**src/hw/rtl/ppr_pkg.sv**
```systemverilog
// Shared constants, types and the rank fold step for the partial permutation ranker.
package ppr_pkg;

  // Board geometry
  localparam int CELLS      = 16;
  localparam int NIB        = 4;
  localparam int TILE_SLOTS = 1 << NIB;
  localparam int BOARD_W    = 64;
  localparam int CELL_W     = NIB;

  // Result and configuration widths
  localparam int RANK_W = 45;
  localparam int K_W    = 5;
  localparam int BASE_W = $clog2(CELLS + 1);

  // Pipeline shape: one decode stage, one digit stage, then the fold stages
  localparam int STEPS_PER_STAGE = 2;
  localparam int HSTAGES         = (CELLS + STEPS_PER_STAGE - 1) / STEPS_PER_STAGE;
  localparam int NST             = 2 + HSTAGES;

  typedef logic [CELL_W-1:0]             cell_t;
  typedef logic [RANK_W-1:0]             rank_t;
  typedef logic [K_W-1:0]                grp_size_t;
  typedef logic [CELLS-1:0][CELL_W-1:0]  digit_vec_t;

  // Configuration register indexes
  typedef enum logic {
    CFG_GROUP_TILES = 1'b0,
    CFG_GROUP_SIZE  = 1'b1
  } cfg_reg_t;

  // One Horner step: scale by the base of this position and add its digit,
  // or leave the rank alone past the end of the group
  function automatic rank_t horner_step(rank_t rank, cell_t digit, int unsigned step,
                                        grp_size_t k);
    logic [RANK_W+BASE_W-1:0] prod;
    prod = '0;
    if (K_W'(step) < k) begin
      prod = rank * BASE_W'(CELLS - step);
      horner_step = prod[RANK_W-1:0] + RANK_W'(digit);
    end else begin
      horner_step = rank;
    end
  endfunction

endpackage

```
**src/hw/rtl/partial_permutation_rank.sv**
```systemverilog
// Pipelined pattern-database ranker for a sixteen-cell sliding-tile board.
//
// Input channel: board_state with in_valid / in_stall; one board per transfer,
// cell p held in nibble p. Output channel: group_rank and bad_state with
// out_valid / out_stall; exactly one result per board, in order.
// Configuration: cfg_we writes cfg_data into register cfg_index (0 = the
// sixteen group tile numbers, 1 = group size k, saturated to sixteen). Write
// only while no board is in flight.
// The pipeline is ten register stages deep. One stage locates every tile,
// one stage forms all Lehmer digits in parallel, and eight stages fold two
// digits each into the mixed-radix rank. Throughput is one board per cycle
// while the output does not stall; every stage has its own valid bit and load
// enable, so bubbles close up and a new board is taken whenever the first
// stage is free, even while a finished result waits at the output.
// When the receiver stalls, the result register holds and stall propagates
// backwards only through occupied stages; nothing is dropped or repeated.
// Reset empties the pipeline, clears the tile list and sets the group size to 1.
module partial_permutation_rank import ppr_pkg::*; (
  input  logic               clk,
  input  logic               rst,
  input  logic               cfg_we,
  input  logic [0:0]         cfg_index,
  input  logic [BOARD_W-1:0] cfg_data,
  input  logic               in_valid,
  output logic               in_stall,
  input  logic [BOARD_W-1:0] board_state,
  output logic               out_valid,
  input  logic               out_stall,
  output logic [RANK_W-1:0]  group_rank,
  output logic               bad_state
);

  // Configuration registers
  logic [BOARD_W-1:0] tile_list;
  grp_size_t          pattern_len;
  grp_size_t          k_eff;

  // Pipeline control
  logic [NST-1:0] vld;
  logic [NST-1:0] en;

  // Decode stage
  cell_t          cell_of_next [TILE_SLOTS];
  logic           bad_next;
  cell_t          s1_cell_of [TILE_SLOTS];
  logic           s1_bad;

  // Digit stage
  digit_vec_t     digit_next;
  digit_vec_t     s2_digit;
  logic           s2_bad;

  // Fold stages
  rank_t          hr_next [HSTAGES];
  rank_t          hr [HSTAGES];
  digit_vec_t     hd [HSTAGES];
  logic           hb [HSTAGES];

  // Write configuration
  always_ff @(posedge clk) begin
    if (rst) begin
      tile_list   <= '0;
      pattern_len <= K_W'(1);
    end else if (cfg_we) begin
      case (cfg_reg_t'(cfg_index))
        CFG_GROUP_TILES: tile_list   <= cfg_data;
        CFG_GROUP_SIZE:  pattern_len <= cfg_data[K_W-1:0];
        default: ;
      endcase
    end
  end

  // Saturate the group size to the board size
  assign k_eff = (pattern_len > K_W'(CELLS)) ? K_W'(CELLS) : pattern_len;

  // Load enables: a stage advances when empty or when the next one advances
  always_comb begin
    en[NST-1] = !vld[NST-1] || !out_stall;
    for (int s = NST - 2; s >= 0; s--) begin
      en[s] = !vld[s] || en[s+1];
    end
  end

  assign in_stall = !en[0];

  // Locate each tile; the highest cell holding a value wins
  always_comb begin
    logic [NIB-1:0]   v;
    logic [CELLS-1:0] seen;
    seen = '0;
    v    = '0;
    for (int t = 0; t < TILE_SLOTS; t++) begin
      cell_of_next[t] = '0;
    end
    for (int p = 0; p < CELLS; p++) begin
      v = board_state[NIB*p +: NIB];
      if (int'(v) < CELLS) begin
        cell_of_next[v] = cell_t'(p);
        seen[v]         = 1'b1;
      end
    end
    bad_next = (seen != {CELLS{1'b1}});
  end

  // Form every digit: cell minus the distinct earlier group cells below it
  always_comb begin
    cell_t            cellc  [CELLS];
    logic [CELLS-1:0] onehot [CELLS];
    logic [CELLS-1:0] used;
    logic [CELLS-1:0] below;
    used  = '0;
    below = '0;
    for (int i = 0; i < CELLS; i++) begin
      cellc[i]  = s1_cell_of[tile_list[NIB*i +: NIB]];
      onehot[i] = CELLS'(1) << cellc[i];
    end
    for (int i = 0; i < CELLS; i++) begin
      used = '0;
      for (int j = 0; j < i; j++) begin
        used = used | onehot[j];
      end
      below         = used & (onehot[i] - CELLS'(1));
      digit_next[i] = cellc[i] - cell_t'($countones(below));
    end
  end

  // Fold digits into the rank, a fixed slice of positions per stage
  always_comb begin
    rank_t      r;
    digit_vec_t d;
    for (int h = 0; h < HSTAGES; h++) begin
      if (h == 0) begin
        r = '0;
        d = s2_digit;
      end else begin
        r = hr[h-1];
        d = hd[h-1];
      end
      for (int t = 0; t < STEPS_PER_STAGE; t++) begin
        if (h * STEPS_PER_STAGE + t < CELLS) begin
          r = horner_step(r, d[h*STEPS_PER_STAGE + t],
                          unsigned'(h * STEPS_PER_STAGE + t), k_eff);
        end
      end
      hr_next[h] = r;
    end
  end

  // Advance valid bits
  always_ff @(posedge clk) begin
    if (rst) begin
      vld <= '0;
    end else begin
      if (en[0]) begin
        vld[0] <= in_valid;
      end
      for (int s = 1; s < NST; s++) begin
        if (en[s]) begin
          vld[s] <= vld[s-1];
        end
      end
    end
  end

  // Advance payload
  always_ff @(posedge clk) begin
    if (en[0]) begin
      s1_cell_of <= cell_of_next;
      s1_bad     <= bad_next;
    end
    if (en[1]) begin
      s2_digit <= digit_next;
      s2_bad   <= s1_bad;
    end
    for (int h = 0; h < HSTAGES; h++) begin
      if (en[2+h]) begin
        hr[h] <= hr_next[h];
        if (h == 0) begin
          hd[h] <= s2_digit;
          hb[h] <= s2_bad;
        end else begin
          hd[h] <= hd[h-1];
          hb[h] <= hb[h-1];
        end
      end
    end
  end

  // Drive the result
  assign out_valid  = vld[NST-1];
  assign group_rank = hr[HSTAGES-1];
  assign bad_state  = hb[HSTAGES-1];

  // Checks
  a_stall_needs_full: assert property (@(posedge clk) disable iff (rst)
    in_stall |-> vld[0])
    else $error("input stalled with first stage empty");

  a_free_out_no_stall: assert property (@(posedge clk) disable iff (rst)
    !out_stall |-> !in_stall)
    else $error("input stalled while output free");

  a_accept_lands: assert property (@(posedge clk) disable iff (rst)
    (in_valid && !in_stall) |=> vld[0])
    else $error("accepted board missing from first stage");

  a_result_held: assert property (@(posedge clk) disable iff (rst)
    (vld[NST-1] && !en[NST-1]) |=> vld[NST-1])
    else $error("stalled result lost");

endmodule

```
**config.mk**
```make
export PLATFORM = sky130hd
export DESIGN_NAME = partial_permutation_rank
export DESIGN_NICKNAME = d
export VERILOG_FILES = /design/src/hw/rtl/ppr_pkg.sv /design/src/hw/rtl/partial_permutation_rank.sv
export SDC_FILE = /design/constraint.sdc
export NUM_CORES = 2
export LEC_CHECK = 0
export ABC_AREA = 1
export BUFFER_PORTS_ARGS = -buffer_cell sky130_fd_sc_hd__clkbuf_2
export CORE_MARGIN = 2
export CORE_UTILIZATION = 65
export CTS_CLUSTER_SIZE = 12
export DETAILED_ROUTE_END_ITERATION = 6
export PLACE_DENSITY_LB_ADDON = 0.12
export SLEW_MARGIN = 20
export SYNTH_ARGS = -nofsm -noshare
export SYNTH_HDL_FRONTEND = slang
export SYNTH_SLANG_ARGS = --single-unit
```
**constraint.sdc**
```tcl
create_clock -name clk -period 26.8 [get_ports clk]
set_input_delay 1.34 -clock clk [delete_from_list [all_inputs] [get_ports clk]]
set_output_delay 1.34 -clock clk [all_outputs]
set_load 0.005 [all_outputs]
```
After elaboration in Yosys (flattened, before gate mapping)
Memories as Yosys holds them, arrays and structs flattened.
Cells that the tools add are included.
- bitwise operators: 115
- shift operators: 16
- divide/modulo/power cells: 0
- $lt $le $gt $ge: 95
- reductions and logical operators: 55
- multiplexer cells: 143
- eq/ne operators: 1
- add/subtract/negate cells: 270
- multipliers: 11
- operators by type and width (operator ; number):
    adder 45 x 4 -> 45 bit ; 15
    2-to-1 mux 45 bit ; 15
    bitwise OR 16 bit ; 31
    AND 16 bit ; 19
    binary-select mux 4 bit (select 4 bit) ; 16
    << shifter 1 x 4 -> 16 bit (first input constant) ; 16
    adder 1 x 1 -> 2 bit ; 120
    demux 4 bit (select 4 bit) ; 15
    subtractor 16 x 1 -> 16 bit (second input constant) ; 15
    AND 32 bit ; 6
    2-to-1 mux 4 bit ; 48
    inverter 32 bit ; 6
    bitwise OR 32 bit ; 6
    bitwise OR 48 bit ; 4
    adder 2 x 2 -> 3 bit ; 60
    multiplier 45 x 4 -> 45 bit (second input constant) ; 4
    greater-or-equal comparator 5 bit (second input constant) ; 31
    inverter 4 -> 5 bit ; 31
    inverter 48 bit ; 3
    adder 3 x 3 -> 4 bit ; 30
    AND 48 bit ; 2
    multiplier 45 x 3 -> 44 bit (second input constant) ; 2
    multiplier 45 x 3 -> 45 bit (second input constant) ; 2
    less-than comparator 4 x 5 -> 1 bit (second input constant) ; 16
    other kinds (24) ; 193
- register bits: 209
- memories: 3
- word-level logic and storage cells: 755
- memory bits (writable): 880
- input bits: 134
- ROM bits: 0
- latch bits: 0
- memory list (name ; depth ; width ; read ports ; clocked after memory_dff ; write ports ; line ; source):
    hd ; 8 ; 64 ; 7 ; 0 ; 8 ; partial_permutation_rank.sv:56 ; digit_vec_t hd [HSTAGES];
    hr ; 8 ; 45 ; 8 ; 0 ; 8 ; partial_permutation_rank.sv:55 ; rank_t hr [HSTAGES];
    hb ; 8 ; 1 ; 8 ; 0 ; 8 ; partial_permutation_rank.sv:57 ; logic hb [HSTAGES];

Longest topological paths before layout
- depth in word-level cells: 25
- mapped depth: 40
- gate-level depth less buffers: 40

Least setup slack after synthesis
OpenSTA, ideal clock, no wires.
- path type: input -> register
- start point: in out_stall
- end point: reg s1_bad (enable)
- setup time: 0.419 ns
- stages: 19
- data arrival time: 15.518 ns
- slack: 10.862 ns
- path buffers: 0
- required time: 26.381 ns
- path through: nand2_1 nor2_1 inv_1 nor2_1 inv_1 nor2_1 inv_1 nor2_1 inv_1 nor2_1 inv_1 nor2_1 inv_1 nor2_1 inv_1 nor2_1 inv_1 nor2_1 inv_1
- word-level cells in the longest chain between the ends: 11
- RTL lines (element ; line ; source):
    from (decl) ; partial_permutation_rank.sv:28 ; input logic out_stall,
    zero test 1 bit ; partial_permutation_rank.sv:78 ; en[NST-1] = !vld[NST-1] || !out_stall;
    logical OR 1 bit ; partial_permutation_rank.sv:78 ;
    logical OR 1 bit ; partial_permutation_rank.sv:80 ; en[s] = !vld[s] || en[s+1];
    named net en[8] ; partial_permutation_rank.sv:40 ; logic [NST-1:0] en;
    logical OR 1 bit ; partial_permutation_rank.sv:80 ;
    named net en[7] ; partial_permutation_rank.sv:40 ;
    logical OR 1 bit ; partial_permutation_rank.sv:80 ;
    named net en[6] ; partial_permutation_rank.sv:40 ;
    (+1 left out) ; - ;
    named net en[5] ; partial_permutation_rank.sv:40 ;
    (+1 left out) ; - ;
    named net en[4] ; partial_permutation_rank.sv:40 ;
    logical OR 1 bit ; partial_permutation_rank.sv:80 ;
    named net en[3] ; partial_permutation_rank.sv:40 ;
    logical OR 1 bit ; partial_permutation_rank.sv:80 ;
    named net en[2] ; partial_permutation_rank.sv:40 ;
    logical OR 1 bit ; partial_permutation_rank.sv:80 ;
    named net en[1] ; partial_permutation_rank.sv:40 ;
    logical OR 1 bit ; partial_permutation_rank.sv:80 ;
    to (signal assigned) ; partial_permutation_rank.sv:169 ; s1_bad <= bad_next;
    to (decl) ; partial_permutation_rank.sv:46 ; logic s1_bad;
The timed path passes the listed nets, and every way through them passes these cells.
A chain may end at the register's enable or synchronous reset.

==> run summary <==
R2R Path Start -> s1_cell_of[41]$_DFFE_PN_
Fmax -> 0.112 GHz
WP buf/inv -> 6
Worst Path Required -> 27270 ps
DR DRC count -> 67
Row count -> 134
Drt initial violations -> 11200
Setup bufs post-CTS -> 0
Final HPWL DP -> 224 mm
Drt total wl -> 291 mm
Yosys top cell by area -> edfxtp_1
Setup crit end -> s2_digit[59]$_DFFE_PP_
Die Area -> 137000 um2
Antenna violations before repair -> 5
Synth cell types -> 73
Synth Flop Type -> edfxtp_1
Worst Setup SP -> s1_cell_of[41]$_DFFE_PN_
Bufs on Longest Clock Path -> 3
Maximum Capacitance Violations -> 0
FF+latch count, synth -> 716
Largest net degree at the start of global routing -> 84
Clock insertion delay at the later pin of the skew report -> 770 ps
CTS Sinks -> 716
Worst-Margin Slew -> 1280 ps
Critical Path Fanout Max -> 13
TritonCTS buffer count -> 85
Hold buffers post-CTS -> 0
Final ANT Viol Nets -> 0
Layout area overhead -> 5.43%
Routed vias/inst -> 6.20
Min Tclk post-route -> 8970 ps
Final Setup Violations -> 0
Worst Skew -> 74.4 ps
Register-to-Register Setup Slack -> 17830 ps
Post-CTS sizing -> 0
Routability congestion estimate -> 1.07
DRT Pass-1 Iters -> 7
Core area -> 133000 um2
RSZ-0062 raised after global routing -> no
Fin. Hold Viols -> 0
Worst R2R End -> s2_digit[59]$_DFFE_PP_
Arrival time worst endpoint -> 9430 ps
Failing checks -> design-rule violations
Dominant cells by area after synthesis -> edfxtp_1, nand2_1, ha_1, fa_1, inv_1
I/O pins -> 182
Root buffer cell -> clkbuf_16
Slew headroom -> 0.148
Layout Nets -> 13700
Run status -> finished with violations
Crit path kind -> reg2reg
Total Neg Setup Slack -> 0 ps
Post-route clock period utilization -> 0.335
Initial Utilization -> 0.655
Vert. Die Dim -> 371 um
Number of flops mapped to enable cells by yosys -> 637
Commonest non-fill, non-tap cells in the layout -> nand2_1, inv_1, nor2_1
Pins Over Slew Limit -> 0
CP Capture Type -> flip-flop
Most common cell after layout, fill and taps aside -> nand2_1
WL/cell -> 20.4 um
Cell area after synthesis -> 87400 um2
Dpl cell area -> 89200 um2
Total Routing Usage GR -> 0.415
Mean post-synth cell area -> 7.02 um2
Reg2Reg Depth -> 31
Global-route wire length before repair -> 451 mm
Post-synthesis sequential area ratio -> 0.237
Vias post-DR -> 88200
Worst hold path type -> reg2reg
Async SR Flop Fraction -> 0
# port buffers -> 181
YS warnings -> 0
Slowest cell on the critical path -> inv_1
Fillcell total -> 11100
CTS tree -> yes
Vias in the first global route -> 85000
Synth top area share -> 0.219
CP Depth -> 31
CP peak stage delay -> 830 ps
Clk pin slew, worst setup/hold paths -> 70 ps
Grt total ovfl -> 0
Delay-heaviest family, CP -> adder cells
Critical Path Start Type -> flip-flop
H-tree lvl count -> 3
Share of cells above drive strength 1 -> 0.0421
Final instance area -> 92100 um2
Die X-Extent -> 371 um
Syn Inst Count -> 12400
-- cells by family after synthesis --
kind of cell,synth area share
AOI/OAI and AO/OA,0.160
and+or+nand+nor,0.248
xor gates and xnor gates,0.0457
other,0.0000859
buffers and inverters,0.102
adders and majority gates,0.207
DFF,0.237
-- cell usage after synthesis, types with 27 or more instances --
library cell,number
inv_1,1877
o211ai_1,121
a21o_1,51
buf_1,32
xnor2_1,156
a21oi_1,953
buf_4,47
nor3_1,107
nor2_1,1289
o221ai_1,30
buf_2,49
clkinv_1,27
o21a_1,34
nand2_1,2653
xor2_1,300
clkbuf_1,260
nor4_1,87
edfxtp_1,637
nand3_1,753
o21ai_0,1109
fa_1,409
or2_2,93
dfxtp_1,79
a31oi_1,128
nand4_1,148
ha_1,788
-- flip-flops by register name, indices dropped and copies added (netlist names) --
register     cells
vld             10
s2_digit        64
s1_cell_of      64
hd             224
tile_list       64
hb               8
hr             275
pattern_len      5
s2_bad           1
s1_bad           1
-- metal layers --
| layer | vias up | track usage | wire length (um) | share of wire |
|---|---|---|---|---|
| li1 | 41100 | - | - | - |
| met1 | 40500 | 0.521 | 111000 | 0.38 |
| met2 | 5320 | 0.658 | 128000 | 0.44 |
| met3 | 1299 | 0.0907 | 31200 | 0.11 |
| met4 | 6 | 0.243 | 19800 | 0.068 |
| met5 | - | 0 | 37 | 0.00013 |
-- metrics by stage --
| stage | instances | setup WS, ps | hold WS [ps] | util |
|---|---|---|---|---|
| 6_report | 14200 | 17830 | 352 | 0.690 |
| 5_1_grt | 14200 | 17460 | 365 | 0.690 |
| 4_1_cts | 14200 | 17680 | 366 | 0.690 |
| 3_5_place_dp | 14100 | 17850 | 405 | 0.668 |
| 3_3_place_gp | 14100 | 18060 | 400 | 0.668 |
| 2_1_floorplan | 12500 | 10860 | 400 | - |
-- area by class of cell --
type                       instances  area (um2)  share of cell area
tap                             1768        2210              0.0240
multi-input combinational       9440       57900               0.628
antenna                            5        12.5            0.000136
timing repair buffer             222        1230              0.0133
inverter                        1914        7190              0.0780
clock inverter                    45         599             0.00650
clock buffer                     111        2290              0.0249
sequential                       716       20700               0.225
-- worst min-delay path by stage --
| stage | start | endpoint | slack, ps | cells after the start |
|---|---|---|---|---|
| floorplan | s2_bad$_DFFE_PP_ | hb[0][0]$_DFFE_PP_ | 400 | 0 |
| global placement | hd[0][126]$_DFFE_PP_ | hd[1][62]$_DFFE_PP_ | 400 | 0 |
| detailed placement | hd[0][40]$_DFFE_PP_ | hd[0][104]$_DFFE_PP_ | 400 | 0 |
| CTS | hd[0][19]$_DFFE_PP_ | hd[0][83]$_DFFE_PP_ | 370 | 0 |
| global route | hd[0][19]$_DFFE_PP_ | hd[0][83]$_DFFE_PP_ | 370 | 0 |
| finish | hd[0][19]$_DFFE_PP_ | hd[0][83]$_DFFE_PP_ | 350 | 0 |
Power is left out: the tool's default activity adds up to more than one toggle a clock period on the data nets, which glitch-free logic cannot reach.
